### src/design/cvrs_pkg.sv
// Shared types and constants for the compressed aircraft record parser.
// No dependencies; imported by the interfaces, the parser and the top level.
`default_nettype none
package cvrs_pkg;

   localparam int BYTE_W         = 8;
   localparam int ID_W           = 24;
   localparam int MASK_W         = 9;
   localparam int CALLSIGN_W     = 64;
   localparam int CALLSIGN_MAX   = CALLSIGN_W / BYTE_W;
   localparam int ALT_W          = 24;
   localparam int WORD16_W       = 16;
   localparam int WORD32_W       = 32;
   localparam int CODE_W         = 2;

   localparam logic [7:0] MIN_RECORD_LEN = 8'd10;
   localparam logic [7:0] GROUND_BIT     = 8'h08;

   localparam logic [CODE_W-1:0] STATUS_SAME    = 2'd0;
   localparam logic [CODE_W-1:0] STATUS_NEW     = 2'd1;
   localparam logic [CODE_W-1:0] STATUS_SHORT   = 2'd2;
   localparam logic [CODE_W-1:0] STATUS_OVERRUN = 2'd3;

   localparam logic [CODE_W-1:0] GSTATE_UNKNOWN  = 2'd0;
   localparam logic [CODE_W-1:0] GSTATE_AIRBORNE = 2'd1;
   localparam logic [CODE_W-1:0] GSTATE_GROUND   = 2'd2;

   localparam int NUM_ITEMS = 9;
   localparam logic [3:0] ITEM_CALLSIGN = 4'd0;
   localparam logic [3:0] ITEM_ALT      = 4'd1;
   localparam logic [3:0] ITEM_SPD      = 4'd2;
   localparam logic [3:0] ITEM_TRK      = 4'd3;
   localparam logic [3:0] ITEM_LAT      = 4'd4;
   localparam logic [3:0] ITEM_LON      = 4'd5;
   localparam logic [3:0] ITEM_VSI      = 4'd6;
   localparam logic [3:0] ITEM_SQK      = 4'd7;
   localparam logic [3:0] ITEM_FLAG     = 4'd8;

   localparam logic [2:0] ITEM_SIZE [NUM_ITEMS] =
      '{3'd1, 3'd3, 3'd2, 3'd2, 3'd4, 3'd4, 3'd2, 3'd2, 3'd1};

   typedef struct packed {
      logic [ID_W-1:0]              aircraft_id;
      logic [MASK_W-1:0]            present_mask;
      logic [CALLSIGN_W-1:0]        callsign_text;
      logic signed [ALT_W-1:0]      altitude_feet;
      logic signed [WORD16_W-1:0]   ground_speed;
      logic signed [WORD16_W-1:0]   track_tenths;
      logic [WORD32_W-1:0]          latitude_bits;
      logic [WORD32_W-1:0]          longitude_bits;
      logic signed [WORD16_W-1:0]   vertical_rate;
      logic [WORD16_W-1:0]          squawk_code;
      logic [CODE_W-1:0]            ground_state;
      logic [CODE_W-1:0]            record_status;
   } result_type;

endpackage
`default_nettype wire

### src/design/cvrs_req_if.sv
// Input channel: one stream byte per word with valid/ready handshake.
// Depends on cvrs_pkg.
`default_nettype none
interface cvrs_req_if;
   import cvrs_pkg::*;

   logic              valid;
   logic              ready;
   logic [BYTE_W-1:0] data_byte;

   modport source (output valid, output data_byte, input ready);
   modport sink   (input valid, input data_byte, output ready);
endinterface
`default_nettype wire

### src/design/cvrs_rsp_if.sv
// Result channel: one decoded record per word with valid/ready handshake.
// Depends on cvrs_pkg.
`default_nettype none
interface cvrs_rsp_if;
   import cvrs_pkg::*;

   logic                       valid;
   logic                       ready;
   logic [ID_W-1:0]            aircraft_id;
   logic [MASK_W-1:0]          present_mask;
   logic [CALLSIGN_W-1:0]      callsign_text;
   logic signed [ALT_W-1:0]    altitude_feet;
   logic signed [WORD16_W-1:0] ground_speed;
   logic signed [WORD16_W-1:0] track_tenths;
   logic [WORD32_W-1:0]        latitude_bits;
   logic [WORD32_W-1:0]        longitude_bits;
   logic signed [WORD16_W-1:0] vertical_rate;
   logic [WORD16_W-1:0]        squawk_code;
   logic [CODE_W-1:0]          ground_state;
   logic [CODE_W-1:0]          record_status;

   modport source (output valid, output aircraft_id, output present_mask,
                   output callsign_text, output altitude_feet, output ground_speed,
                   output track_tenths, output latitude_bits, output longitude_bits,
                   output vertical_rate, output squawk_code, output ground_state,
                   output record_status, input ready);
   modport sink   (input valid, input aircraft_id, input present_mask,
                   input callsign_text, input altitude_feet, input ground_speed,
                   input track_tenths, input latitude_bits, input longitude_bits,
                   input vertical_rate, input squawk_code, input ground_state,
                   input record_status, output ready);
endinterface
`default_nettype wire

### src/design/compressed_vrs_record_parser_unit.sv
// A result enters the result register or the skid entry as its last byte is accepted.
// Throughput: one byte per cycle; a result register plus one skid entry let
// bytes keep flowing while a finished record waits on the result channel.
// Input stalls only when both the result register and the skid entry are full.
// Reset (synchronous, active high) returns to the length byte of a new record,
// forgets the last aircraft and drops any undelivered result.
`default_nettype none
module compressed_vrs_record_parser_unit #(
   parameter int CALLSIGN_BYTES = 8
) (
   input  wire logic  clock,
   input  wire logic  reset,
   cvrs_req_if.sink   req_chan,
   cvrs_rsp_if.source rsp_chan
);
   import cvrs_pkg::*;

   logic       accept;
   logic       drain;
   logic       emit;
   result_type result;

   logic       rsp_valid_ff, rsp_valid_in;
   logic       skid_valid_ff, skid_valid_in;
   result_type rsp_data_ff, rsp_data_in;
   result_type skid_data_ff, skid_data_in;

   assign req_chan.ready = !skid_valid_ff;
   assign accept         = req_chan.valid && !skid_valid_ff;
   assign drain          = rsp_valid_ff && rsp_chan.ready;

   cvrs_parser #(
      .CALLSIGN_BYTES (CALLSIGN_BYTES)
   ) u_parser (
      .clock     (clock),
      .reset     (reset),
      .accept    (accept),
      .data_byte (req_chan.data_byte),
      .emit      (emit),
      .result    (result)
   );

   always_comb begin
      rsp_valid_in  = rsp_valid_ff;
      rsp_data_in   = rsp_data_ff;
      skid_valid_in = skid_valid_ff;
      skid_data_in  = skid_data_ff;
      if (drain) begin
         rsp_valid_in = 1'b0;
      end
      if (skid_valid_ff && (!rsp_valid_ff || drain)) begin
         rsp_data_in   = skid_data_ff;
         rsp_valid_in  = 1'b1;
         skid_valid_in = 1'b0;
      end
      if (emit) begin
         if (!rsp_valid_ff || drain) begin
            rsp_data_in  = result;
            rsp_valid_in = 1'b1;
         end else begin
            skid_data_in  = result;
            skid_valid_in = 1'b1;
         end
      end
   end

   always_ff @(posedge clock) begin
      if (reset) begin
         rsp_valid_ff  <= 1'b0;
         skid_valid_ff <= 1'b0;
      end else begin
         rsp_valid_ff  <= rsp_valid_in;
         skid_valid_ff <= skid_valid_in;
      end
   end

   always_ff @(posedge clock) begin
      rsp_data_ff  <= rsp_data_in;
      skid_data_ff <= skid_data_in;
   end

   assign rsp_chan.valid          = rsp_valid_ff;
   assign rsp_chan.aircraft_id    = rsp_data_ff.aircraft_id;
   assign rsp_chan.present_mask   = rsp_data_ff.present_mask;
   assign rsp_chan.callsign_text  = rsp_data_ff.callsign_text;
   assign rsp_chan.altitude_feet  = rsp_data_ff.altitude_feet;
   assign rsp_chan.ground_speed   = rsp_data_ff.ground_speed;
   assign rsp_chan.track_tenths   = rsp_data_ff.track_tenths;
   assign rsp_chan.latitude_bits  = rsp_data_ff.latitude_bits;
   assign rsp_chan.longitude_bits = rsp_data_ff.longitude_bits;
   assign rsp_chan.vertical_rate  = rsp_data_ff.vertical_rate;
   assign rsp_chan.squawk_code    = rsp_data_ff.squawk_code;
   assign rsp_chan.ground_state   = rsp_data_ff.ground_state;
   assign rsp_chan.record_status  = rsp_data_ff.record_status;

   a_skid_behind_rsp: assert property (@(posedge clock) disable iff (reset)
      skid_valid_ff |-> rsp_valid_ff)
      else $error("skid entry holds a word ahead of the result register");

   a_skid_fill: assert property (@(posedge clock) disable iff (reset)
      $rose(skid_valid_ff) |-> $past(rsp_valid_ff && !rsp_chan.ready))
      else $error("skid entry filled while result register was free");

   a_emit_room: assert property (@(posedge clock) disable iff (reset)
      emit |-> !skid_valid_ff)
      else $error("record finished with no room to hold its word");

endmodule
`default_nettype wire

### src/design/cvrs_parser.sv
// Byte-wise record parser: position counter, phase machine and result assembly.
// Depends on cvrs_pkg; gives the finished record in the cycle of its last byte.
`default_nettype none
module cvrs_parser #(
   parameter int CALLSIGN_BYTES = 8
) (
   input  wire logic                 clock,
   input  wire logic                 reset,
   input  wire logic                 accept,
   input  wire logic [7:0]           data_byte,
   output logic                      emit,
   output cvrs_pkg::result_type      result
);
   import cvrs_pkg::*;

   localparam int CS_CW = $clog2(CALLSIGN_BYTES + 1);

   typedef enum logic [11:0] {
      PH_HEAD  = 12'b0000_0000_0001,
      PH_CSLEN = 12'b0000_0000_0010,
      PH_CSCHR = 12'b0000_0000_0100,
      PH_ALT   = 12'b0000_0000_1000,
      PH_SPD   = 12'b0000_0001_0000,
      PH_TRK   = 12'b0000_0010_0000,
      PH_LAT   = 12'b0000_0100_0000,
      PH_LON   = 12'b0000_1000_0000,
      PH_VSI   = 12'b0001_0000_0000,
      PH_SQK   = 12'b0010_0000_0000,
      PH_FLAG  = 12'b0100_0000_0000,
      PH_TAIL  = 12'b1000_0000_0000
   } phase_type;

   typedef struct packed {
      phase_type  phase;
      logic [7:0] left;
      logic       overrun;
   } adv_type;

   function automatic phase_type item_phase(input logic [3:0] item);
      phase_type p;
      unique case (item)
         ITEM_CALLSIGN: p = PH_CSLEN;
         ITEM_ALT:      p = PH_ALT;
         ITEM_SPD:      p = PH_SPD;
         ITEM_TRK:      p = PH_TRK;
         ITEM_LAT:      p = PH_LAT;
         ITEM_LON:      p = PH_LON;
         ITEM_VSI:      p = PH_VSI;
         ITEM_SQK:      p = PH_SQK;
         ITEM_FLAG:     p = PH_FLAG;
         default:       p = PH_TAIL;
      endcase
      return p;
   endfunction

   // pick the next present item at or after first; nextpos is the next byte index
   function automatic adv_type advance(input logic [3:0] first, input logic [8:0] nextpos,
                                       input logic [7:0] fmask, input logic [7:0] gmask,
                                       input logic [7:0] len);
      adv_type    a;
      logic       found;
      logic       present;
      logic [9:0] end_pos;
      a.phase   = PH_TAIL;
      a.left    = 8'd0;
      a.overrun = 1'b0;
      found     = 1'b0;
      for (int k = 0; k < NUM_ITEMS; k++) begin
         present = (4'(k) == ITEM_FLAG) ? (gmask != 8'd0) : fmask[3'(k)];
         end_pos = {1'b0, nextpos} + 10'(ITEM_SIZE[k]);
         if (!found && 4'(k) >= first && present) begin
            found = 1'b1;
            if (end_pos > {2'b00, len}) begin
               a.overrun = 1'b1;
            end else begin
               a.phase = item_phase(4'(k));
               a.left  = 8'(ITEM_SIZE[k]);
            end
         end
      end
      return a;
   endfunction

   phase_type          phase_ff, phase_in;
   logic [7:0]         pos_ff, pos_in;
   logic [7:0]         len_ff, len_in;
   logic [7:0]         fmask_ff, fmask_in;
   logic [7:0]         gmask_ff, gmask_in;
   logic [7:0]         left_ff, left_in;
   logic [31:0]        gather_ff, gather_in;
   logic [CS_CW-1:0]   cs_count_ff, cs_count_in;
   logic [ID_W-1:0]    last_id_ff, last_id_in;
   logic               last_valid_ff, last_valid_in;
   result_type         res_ff, res_in;

   logic [8:0]         pos_p1;
   logic [9:0]         cs_end;
   logic               do_adv;
   logic [3:0]         adv_first;
   adv_type            adv;

   assign pos_p1 = {1'b0, pos_ff} + 9'd1;
   assign cs_end = {1'b0, pos_p1} + {2'b00, data_byte};

   always_comb begin
      phase_in      = phase_ff;
      pos_in        = pos_ff;
      len_in        = len_ff;
      fmask_in      = fmask_ff;
      gmask_in      = gmask_ff;
      left_in       = left_ff;
      gather_in     = gather_ff;
      cs_count_in   = cs_count_ff;
      last_id_in    = last_id_ff;
      last_valid_in = last_valid_ff;
      res_in        = res_ff;
      do_adv        = 1'b0;
      adv_first     = ITEM_CALLSIGN;
      emit          = 1'b0;

      unique case (phase_ff) inside
         PH_HEAD: begin
            if (pos_ff == 8'd0) begin
               res_in      = '0;
               gather_in   = '0;
               cs_count_in = '0;
               fmask_in    = '0;
               gmask_in    = '0;
               left_in     = '0;
               len_in      = data_byte;
               if (data_byte < MIN_RECORD_LEN) begin
                  res_in.record_status = STATUS_SHORT;
                  phase_in             = PH_TAIL;
               end
            end else if (pos_ff >= 8'd4 && pos_ff <= 8'd6) begin
               gather_in = {8'd0, gather_ff[15:0], data_byte};
               if (pos_ff == 8'd6) begin
                  res_in.aircraft_id   = gather_in[ID_W-1:0];
                  res_in.record_status = (!last_valid_ff || last_id_ff != gather_in[ID_W-1:0])
                                         ? STATUS_NEW : STATUS_SAME;
                  last_id_in           = gather_in[ID_W-1:0];
                  last_valid_in        = 1'b1;
               end
            end else if (pos_ff == 8'd7) begin
               fmask_in                 = data_byte;
               res_in.present_mask[7:0] = data_byte;
            end else if (pos_ff == 8'd8) begin
               gmask_in  = data_byte;
               do_adv    = 1'b1;
               adv_first = ITEM_CALLSIGN;
            end
         end
         PH_CSLEN: begin
            if (data_byte == 8'd0) begin
               do_adv    = 1'b1;
               adv_first = ITEM_ALT;
            end else if (cs_end > {2'b00, len_ff}) begin
               res_in.record_status = STATUS_OVERRUN;
               phase_in             = PH_TAIL;
            end else begin
               left_in     = data_byte;
               cs_count_in = '0;
               phase_in    = PH_CSCHR;
            end
         end
         PH_CSCHR: begin
            for (int i = 0; i < CALLSIGN_MAX; i++) begin
               if (i < CALLSIGN_BYTES && cs_count_ff == CS_CW'(i)) begin
                  res_in.callsign_text[8*i +: 8] = data_byte;
               end
            end
            if (cs_count_ff < CS_CW'(CALLSIGN_BYTES)) begin
               cs_count_in = cs_count_ff + CS_CW'(1);
            end
            left_in = left_ff - 8'd1;
            if (left_ff == 8'd1) begin
               do_adv    = 1'b1;
               adv_first = ITEM_ALT;
            end
         end
         PH_ALT, PH_SPD, PH_TRK, PH_LAT, PH_LON, PH_VSI, PH_SQK: begin
            gather_in = (phase_ff == PH_ALT) ? {gather_ff[23:0], data_byte}
                                             : {data_byte, gather_ff[31:8]};
            left_in   = left_ff - 8'd1;
            if (left_ff == 8'd1) begin
               do_adv = 1'b1;
               unique case (phase_ff)
                  PH_ALT: begin
                     res_in.altitude_feet = gather_in[23]
                        ? ALT_W'(24'd0 - {1'b0, gather_in[22:0]}) : gather_in[23:0];
                     adv_first = ITEM_SPD;
                  end
                  PH_SPD: begin
                     res_in.ground_speed = gather_in[31:16];
                     adv_first           = ITEM_TRK;
                  end
                  PH_TRK: begin
                     res_in.track_tenths = gather_in[31:16];
                     adv_first           = ITEM_LAT;
                  end
                  PH_LAT: begin
                     res_in.latitude_bits = gather_in;
                     adv_first            = ITEM_LON;
                  end
                  PH_LON: begin
                     res_in.longitude_bits = gather_in;
                     adv_first             = ITEM_VSI;
                  end
                  PH_VSI: begin
                     res_in.vertical_rate = gather_in[31:16];
                     adv_first            = ITEM_SQK;
                  end
                  default: begin
                     res_in.squawk_code = gather_in[31:16];
                     adv_first          = ITEM_FLAG;
                  end
               endcase
            end
         end
         PH_FLAG: begin
            if ((gmask_ff & GROUND_BIT) != 8'd0) begin
               res_in.present_mask[8] = 1'b1;
               res_in.ground_state    = ((data_byte & GROUND_BIT) != 8'd0)
                                        ? GSTATE_GROUND : GSTATE_AIRBORNE;
            end
            phase_in = PH_TAIL;
         end
         PH_TAIL: begin
         end
         default: begin
            phase_in = PH_TAIL;
         end
      endcase

      adv = advance(adv_first, pos_p1, fmask_in, gmask_in, len_in);
      if (do_adv) begin
         if (adv.overrun) begin
            res_in.record_status = STATUS_OVERRUN;
            phase_in             = PH_TAIL;
         end else begin
            phase_in  = adv.phase;
            left_in   = adv.left;
            gather_in = '0;
         end
      end

      if (pos_p1 >= {1'b0, len_in}) begin
         emit     = accept;
         pos_in   = 8'd0;
         phase_in = PH_HEAD;
      end else begin
         pos_in = pos_p1[7:0];
      end
   end

   assign result = res_in;

   always_ff @(posedge clock) begin
      if (reset) begin
         phase_ff      <= PH_HEAD;
         pos_ff        <= '0;
         len_ff        <= '0;
         fmask_ff      <= '0;
         gmask_ff      <= '0;
         left_ff       <= '0;
         gather_ff     <= '0;
         cs_count_ff   <= '0;
         last_id_ff    <= '0;
         last_valid_ff <= 1'b0;
         res_ff        <= '0;
      end else if (accept) begin
         phase_ff      <= phase_in;
         pos_ff        <= pos_in;
         len_ff        <= len_in;
         fmask_ff      <= fmask_in;
         gmask_ff      <= gmask_in;
         left_ff       <= left_in;
         gather_ff     <= gather_in;
         cs_count_ff   <= cs_count_in;
         last_id_ff    <= last_id_in;
         last_valid_ff <= last_valid_in;
         res_ff        <= res_in;
      end
   end

   a_emit_restarts: assert property (@(posedge clock) disable iff (reset)
      emit |=> (pos_ff == 8'd0 && phase_ff == PH_HEAD))
      else $error("record end did not restart header parsing");

   a_overrun_tail: assert property (@(posedge clock) disable iff (reset)
      (res_ff.record_status == STATUS_OVERRUN) |->
         (phase_ff == PH_TAIL || (phase_ff == PH_HEAD && pos_ff == 8'd0)))
      else $error("overrun record still decoding fields");

   a_field_left: assert property (@(posedge clock) disable iff (reset)
      (phase_ff == PH_CSCHR || phase_ff == PH_ALT || phase_ff == PH_SPD ||
       phase_ff == PH_TRK || phase_ff == PH_LAT || phase_ff == PH_LON ||
       phase_ff == PH_VSI || phase_ff == PH_SQK) |-> (left_ff != 8'd0))
      else $error("field phase with no bytes left");

endmodule
`default_nettype wire

### src/flat_wrapper.sv
// flat-port wrapper written by rule: the top's interface ports become plain ports
module compressed_vrs_record_parser_unit_flat import cvrs_pkg::*;
#(
   parameter int CALLSIGN_BYTES = 8
)
  (clock, reset, req_chan_valid, req_chan_data_byte, req_chan_ready, rsp_chan_valid, rsp_chan_aircraft_id, rsp_chan_present_mask, rsp_chan_callsign_text, rsp_chan_altitude_feet, rsp_chan_ground_speed, rsp_chan_track_tenths, rsp_chan_latitude_bits, rsp_chan_longitude_bits, rsp_chan_vertical_rate, rsp_chan_squawk_code, rsp_chan_ground_state, rsp_chan_record_status, rsp_chan_ready);
  cvrs_req_if req_chan_i ();
  cvrs_rsp_if rsp_chan_i ();
  input  wire logic clock;
  input  wire logic reset;
  input wire logic [$bits(req_chan_i.valid)-1:0] req_chan_valid;
  input wire logic [$bits(req_chan_i.data_byte)-1:0] req_chan_data_byte;
  output wire logic [$bits(req_chan_i.ready)-1:0] req_chan_ready;
  output wire logic [$bits(rsp_chan_i.valid)-1:0] rsp_chan_valid;
  output wire logic [$bits(rsp_chan_i.aircraft_id)-1:0] rsp_chan_aircraft_id;
  output wire logic [$bits(rsp_chan_i.present_mask)-1:0] rsp_chan_present_mask;
  output wire logic [$bits(rsp_chan_i.callsign_text)-1:0] rsp_chan_callsign_text;
  output wire logic [$bits(rsp_chan_i.altitude_feet)-1:0] rsp_chan_altitude_feet;
  output wire logic [$bits(rsp_chan_i.ground_speed)-1:0] rsp_chan_ground_speed;
  output wire logic [$bits(rsp_chan_i.track_tenths)-1:0] rsp_chan_track_tenths;
  output wire logic [$bits(rsp_chan_i.latitude_bits)-1:0] rsp_chan_latitude_bits;
  output wire logic [$bits(rsp_chan_i.longitude_bits)-1:0] rsp_chan_longitude_bits;
  output wire logic [$bits(rsp_chan_i.vertical_rate)-1:0] rsp_chan_vertical_rate;
  output wire logic [$bits(rsp_chan_i.squawk_code)-1:0] rsp_chan_squawk_code;
  output wire logic [$bits(rsp_chan_i.ground_state)-1:0] rsp_chan_ground_state;
  output wire logic [$bits(rsp_chan_i.record_status)-1:0] rsp_chan_record_status;
  input wire logic [$bits(rsp_chan_i.ready)-1:0] rsp_chan_ready;
  assign req_chan_i.valid = req_chan_valid;
  assign req_chan_i.data_byte = req_chan_data_byte;
  assign req_chan_ready = req_chan_i.ready;
  assign rsp_chan_valid = rsp_chan_i.valid;
  assign rsp_chan_aircraft_id = rsp_chan_i.aircraft_id;
  assign rsp_chan_present_mask = rsp_chan_i.present_mask;
  assign rsp_chan_callsign_text = rsp_chan_i.callsign_text;
  assign rsp_chan_altitude_feet = rsp_chan_i.altitude_feet;
  assign rsp_chan_ground_speed = rsp_chan_i.ground_speed;
  assign rsp_chan_track_tenths = rsp_chan_i.track_tenths;
  assign rsp_chan_latitude_bits = rsp_chan_i.latitude_bits;
  assign rsp_chan_longitude_bits = rsp_chan_i.longitude_bits;
  assign rsp_chan_vertical_rate = rsp_chan_i.vertical_rate;
  assign rsp_chan_squawk_code = rsp_chan_i.squawk_code;
  assign rsp_chan_ground_state = rsp_chan_i.ground_state;
  assign rsp_chan_record_status = rsp_chan_i.record_status;
  assign rsp_chan_i.ready = rsp_chan_ready;
  compressed_vrs_record_parser_unit #(.CALLSIGN_BYTES(CALLSIGN_BYTES)) u_core (.clock(clock), .reset(reset), .req_chan(req_chan_i), .rsp_chan(rsp_chan_i));
endmodule
### config.mk
export PLATFORM = sky130hd
export DESIGN_NAME = compressed_vrs_record_parser_unit_flat
export DESIGN_NICKNAME = d
export VERILOG_FILES = /design/src/design/cvrs_pkg.sv /design/src/design/cvrs_req_if.sv /design/src/design/cvrs_rsp_if.sv /design/src/design/compressed_vrs_record_parser_unit.sv /design/src/design/cvrs_parser.sv /design/src/flat_wrapper.sv
export SDC_FILE = /design/constraint.sdc
export NUM_CORES = 2
export LEC_CHECK = 0
export BUFFER_PORTS_ARGS = -buffer_cell sky130_fd_sc_hd__buf_2
export CAP_MARGIN = 20
export CORE_ASPECT_RATIO = 1.5
export CORE_MARGIN = 2
export CORE_UTILIZATION = 40
export DETAILED_ROUTE_END_ITERATION = 8
export SYNTH_ARGS = -nofsm -noshare
export SYNTH_HDL_FRONTEND = slang
export SYNTH_HIERARCHICAL = 1
export SYNTH_SLANG_ARGS = --single-unit
### constraint.sdc
create_clock -name clock -period 12.4 [get_ports clock]
set_clock_uncertainty 0.15 [all_clocks]
set_input_delay 1.24 -clock clock [delete_from_list [all_inputs] [get_ports clock]]
set_output_delay 1.24 -clock clock [all_outputs]
set_load 0.01 [all_outputs]
* Yosys cells after proc, flatten, opt, wreduce, memory -nomap -nowiden
Cells that the tools add are included.
** Word-level totals
- Register bits :: 870
** Cells by class
- $add $sub $neg :: 8
- Order comparisons :: 14
- Equality and inequality tests :: 32
- Multiplexer cells :: 123
- Bitwise gates (word level) :: 2
- Reductions and logical operators :: 35
** Operator list (count)
- $mux W253 :: 3
- $pmux W152 S2 :: 1
- $mux W32 :: 7
- $mux W218 :: 1
- $mux W8 :: 25
- $mux W152 :: 1
- $mux W24 :: 6
- $pmux W64 S2 :: 1
- $mux W21 :: 5
- $mux W20 :: 5
- $mux W12 :: 7
- $mux W16 :: 4
- $pmux W32 S2 :: 1
- $gt A10 B8 Y1 :: 4
- $mux W4 :: 9
- $pmux W12 S3 :: 1
- $mux W1 :: 28
- $ne A24 B24 Y1 :: 1
- $pmux W4 S3 :: 2
- $pmux W4 S6 :: 1
- $pmux W8 S3 :: 1
- $sub A1 B23 Y24 const A :: 1
- $add A9 B2 Y10 const B :: 2
- $mux W2 :: 10
- 54 further kinds :: 87

* Logic depth before layout (Yosys ltp)
- Word-level depth :: 27
- Gate-level depth with buffers :: 22
- Gate-level depth less buffers :: 21

* Hierarchy
Netlist, hierarchy kept.
** Modules (own cells, without submodules)
- compressed_vrs_record_parser_unit :: instances 1, cells an instance 1976, area each 22051.1 um^2, sequential area each 12702.2 um^2
- cvrs_parser :: instances 1, cells an instance 2513, area each 18934.4 um^2, sequential area each 7166.9 um^2

* Worst setup path after synthesis
OpenSTA, ideal clock, no wires.
- Path kind :: register to register
- Start :: reg u_core.u_parser.pos_ff[0]
- End :: reg u_core/skid_data_ff[0] (netlist name) (enable)
- Setup time :: 0.646 ns
- Data arrival time :: 9.861 ns
- Path slack :: 1.743 ns
- Stages on the path, launching flop included :: 21
- Buffers on the path :: 6
- Cell sequence :: dfxtp_1 buf_2 inv_1 ha_1 and2_1 buf_1 nand4_1 clkbuf_1 clkbuf_1 nor2_1 a21oi_1 ha_1 a21boi_0 o21a_1 o2111ai_1 and3_1 or2_2 nor2_1 clkbuf_1 clkbuf_1 and2_1
** Between the ends
- Longest elaborated chain between the ends :: 6
- Elaborated cells between the ends (all ways) :: 7
** Ends and longest elaborated chain
- from (decl) :: line cvrs_parser.sv:85 : logic [7:0] pos_ff, pos_in;
- from (signal assigned) :: line cvrs_parser.sv:273 : pos_ff <= pos_in;
- branches (longest 3 deep; another with $add A8 B1 Y9)
- $ge A9 B8 Y1 (*) :: line cvrs_parser.sv:247 : if (pos_p1 >= {1'b0, len_in}) begin
- $mux W1 (*) :: line cvrs_parser.sv:247
- via u_core.emit :: line compressed_vrs_record_parser_unit.sv:20 : logic emit;
- $reduce_and A2 Y1 (no source line) (*)
- to (signal assigned) :: line compressed_vrs_record_parser_unit.sv:79 : skid_data_ff <= skid_data_in;
- to (decl) :: line compressed_vrs_record_parser_unit.sv:26 : result_type skid_data_ff, skid_data_in;
Mark *: on every way through the listed nets, which the timed path passes.
A chain may end at the register's enable or synchronous reset.

* Worst setup path in the final report
- Start :: reg u_core.u_parser.pos_ff[0]
- End :: reg u_core/skid_data_ff[48] (netlist name) (enable)
The elaborated chain is that of the path after synthesis.

==> summary.md <==
| Metric | Value |
|---|---|
| Count of final hold-check violations | 0 |
| Number of enable flip-flop cells after synthesis | 253 |
| Fraction of synthesis flops using an asynchronous set or reset pin | 0 |
| Synthesized instance count | 4,489 |
| Total power per unit cell area | 197 nW/um^2 |
| CTS Root Buffer Type | clkbuf_16 |
| CTS tree | done |
| CP Max Fanout | 64 |
| Netlist area before placement | 41,000 um^2 |
| Maximum number of pins on one net before global-route repair | 221 |
| Total chip power | 9.00 mW |
| Number of H-tree branching levels | 3 |
| Number of storage elements in the synthesis netlist | 866 |
| Dpl hpwl | 71,200 um |
| GRT Resource Usage Total | 0.211 |
| Final wirelength | 115,000 um |
| Site Rows | 143 |
| Most common cell after layout, fill and taps aside | dfxtp_1 |
| Startpoint type of the worst setup path | flop |
| Register area share after synthesis | 0.485 |
| Total negative setup slack | 0 ns |
| Most frequent cells in the layout | 612 x dfxtp_1, 608 x nand2_1, 375 x nor2_1 |
| # port buffers | 266 |
| Via count of the first global-routing pass | 30,300 |
| Chip width | 265 um |
| Run status | complete, no violations |
| Share of the synthesized area in the top cell type | 0.299 |
| Relative slew slack | 0.253 |
| Clk sinks | 866 |
| Critical path data arrival time | 7.40 ns |
| Min-Delay Path Class | flop to flop |
| Syn Nets | 4,567 |
| Clock buffer count from CTS | 89 |
| Worst-margin pin slew | 1.11 ns |
| Final worst path period need | 7.26 ns |
| GR Overflow Total | 0 |
| Worst-case register-to-register setup slack | 5.14 ns |
| Hold-fix buffers at CTS | 0 |
| Number of vias in the routed layout | 32,900 |
| Height of the die | 396 um |
| Area delta synth->final | 11.4% |
| Primary flip-flop cell chosen by synthesis mapping | dfxtp_1 |
| Count of buffers added by post-CTS timing repair for setup | 0 |
| Starting density of the core | 0.404 |
| Iteration-0 DRC Markers | 2,732 |
| Non-Filler Instances | 5,892 |
| Leak | 16.8 nW |
| Unique cell type count in the Yosys netlist | 89 |
| Required arrival time at the worst endpoint | 12.54 ns |
| Average cell area after synthesis | 9.13 um^2 |
| Initial antenna violation count | 1 |
| Post-route design area | 45,700 um^2 |
| Cells taking the most area after synthesis | dfxtp_1 30%, edfxtp_1 19%, nand2_1 5.6% |
| Die footprint | 105,000 um^2 |
| CP Capture Type | flop |
| DRT antenna net count | 0 |
| Routability-driven placement congestion ratio | 0.936 |
| # IOs | 267 |
| Clock-pin slew on the worst setup and hold paths | 0.06 ns |
| Buffer depth of the longest clock path | 3 |
| Nets | 4,587 |
| Fmax | 138 MHz |
| Setup violators final | 0 |
| Clk Latency, worst-skew pair | 0.68 ns |
| Cells after DPL | 5,723 |
| Total cell area at the placement stage | 42,700 um^2 |
| Core region area | 101,000 um^2 |
| Initial DRT Pass Iterations | 7 |
| Total count of max-transition violations in the final report | 0 |
| Routed length per placed instance | 19.5 um |
| Maxcap violations | 0 |
| Final Cycle Share | 0.585 |
| DRC viols | 0 |
| First-pass GRT wire length | 178,000 um |
| Top cell type by total area after synthesis | dfxtp_1 |
| Yosys warning count | 6 |
| Number of resized instances in the post-cts repair step | 0 |
| Vias per inst | 5.58 |
| Share of layout cells above drive strength 1 | 0.143 |
| Setup repair after global routing missed its margin | false |
| WS Path Type | flop to flop |
| Largest vdd supply drop | 0.000130 V |
## registers in the layout, indices dropped and copies added (netlist names), 4 cells and up
register and count:
u_core/rsp_chan.latitude_bits 32, u_core/u_parser/pos_ff 8, u_core/rsp_chan.vertical_rate 16, u_core/u_parser/res_ff 253, u_core/u_parser/last_id_ff 24, u_core/rsp_chan.squawk_code 16
u_core/u_parser/phase_ff 8, u_core/u_parser/fmask_ff 4, u_core/rsp_chan.altitude_feet 24, u_core/rsp_chan.callsign_text 64, u_core/u_parser/cs_count_ff 4, u_core/skid_data_ff 253
u_core/u_parser/gmask_ff 8, u_core/rsp_chan.aircraft_id 24, u_core/rsp_chan.longitude_bits 32, u_core/u_parser/left_ff 8, u_core/u_parser/len_ff 8, u_core/u_parser/gather_ff 32
u_core/rsp_chan.present_mask 9, u_core/rsp_chan.ground_speed 16, u_core/rsp_chan.track_tenths 16
## report_power, final
part	leakage, nW	internal, mW	total, mW	switching, mW
combinational	7.72	1.12	2.49	1.37
sequential	7.61	3.36	3.76	0.399
clock	1.47	1.57	2.75	1.18
## worst paths after layout
path                                                        startpoint                                endpoint  depth (start not counted)
worst max register to register  u_core/u_parser/pos_ff[0]$_SDFFE_PP0P_       u_core/skid_data_ff[48]$_DFFE_PP_                         15
worst max-delay path            u_core/u_parser/pos_ff[0]$_SDFFE_PP0P_       u_core/skid_data_ff[48]$_DFFE_PP_                         15
worst min-delay path            u_core/u_parser/res_ff[7]$_SDFFE_PP0P_  u_core/u_parser/res_ff[7]$_SDFFE_PP0P_                          1
worst min register to register  u_core/u_parser/res_ff[7]$_SDFFE_PP0P_  u_core/u_parser/res_ff[7]$_SDFFE_PP0P_                          1
## critical path: stages (launching register included)
cell and delay, ns:
dfxtp_1 0.44, inv_1 0.26, ha_1 0.24, and2_1 0.31, nand4_1 0.64, a21oi_1 0.64, ha_1 0.23, a21boi_0 0.20
o21a_1 0.15, o2111ai_1 0.09, and3_1 0.16, or2_2 0.36, nor2_4 0.79, and2_4 0.48, buf_4 0.73, buf_4 0.83
## area by class of cell
type / count / area, um^2
Multi-Input combinational cell: 2938 / 18200
Sequential cell: 866 / 19900
Antenna cell: 1 / 2.50
Clock inverter: 44 / 478
Fill cell: 9711 / 55800
Timing Repair Buffer: 322 / 1820
Clock buffer: 124 / 2530
Tap cell: 1305 / 1630
Inverter: 292 / 1100
## per-stage QoR
step | setup WS, ns | util | hold slack [ns]
after floorplan | 1.74 | - | 0.271
after global placement | 5.12 | 0.420 | 0.283
after detailed placement | 5.07 | 0.420 | 0.285
after CTS | 5.15 | 0.450 | 0.303
after global routing | 4.71 | 0.450 | 0.312
final | 5.14 | 0.450 | 0.297
## cell families after synthesis
kind of cell | Yosys count | share of synthesized area
adder cells (fa/ha/maj) | 66 | 0.0203
XOR/XNOR | 70 | 0.0150
AND/OR/NAND/NOR | 1625 | 0.198
multiplexers | 33 | 0.00809
AO/OA/AOI/OAI | 1144 | 0.202
flip-flops | 866 | 0.485
buffers and inverters | 685 | 0.0720
## cells in the mapped netlist, drive strengths merged (34+ instances only)
master and count:
nand2 608, xor2 36, ha 65, o21ai 210, buf 156, a21oi 240, nor2 377, inv 291
o221a 251, clkbuf 237, xnor2 34, nand3b 254, and2 203, nor3 36, dfxtp 613, a31oi 259
edfxtp 253, a22o 50
## routing by layer
| layer | global-route usage | share of wire | vias to the layer above |
|---|---|---|---|
| li1 | - | - | 16000 |
| met1 | 0.269 | 0.43 | 15800 |
| met2 | 0.357 | 0.48 | 878 |
| met3 | 0.0340 | 0.055 | 224 |
| met4 | 0.0847 | 0.036 | 2 |
| met5 | 0 | 0.00011 | - |
Power figures use the tool's default switching activity.
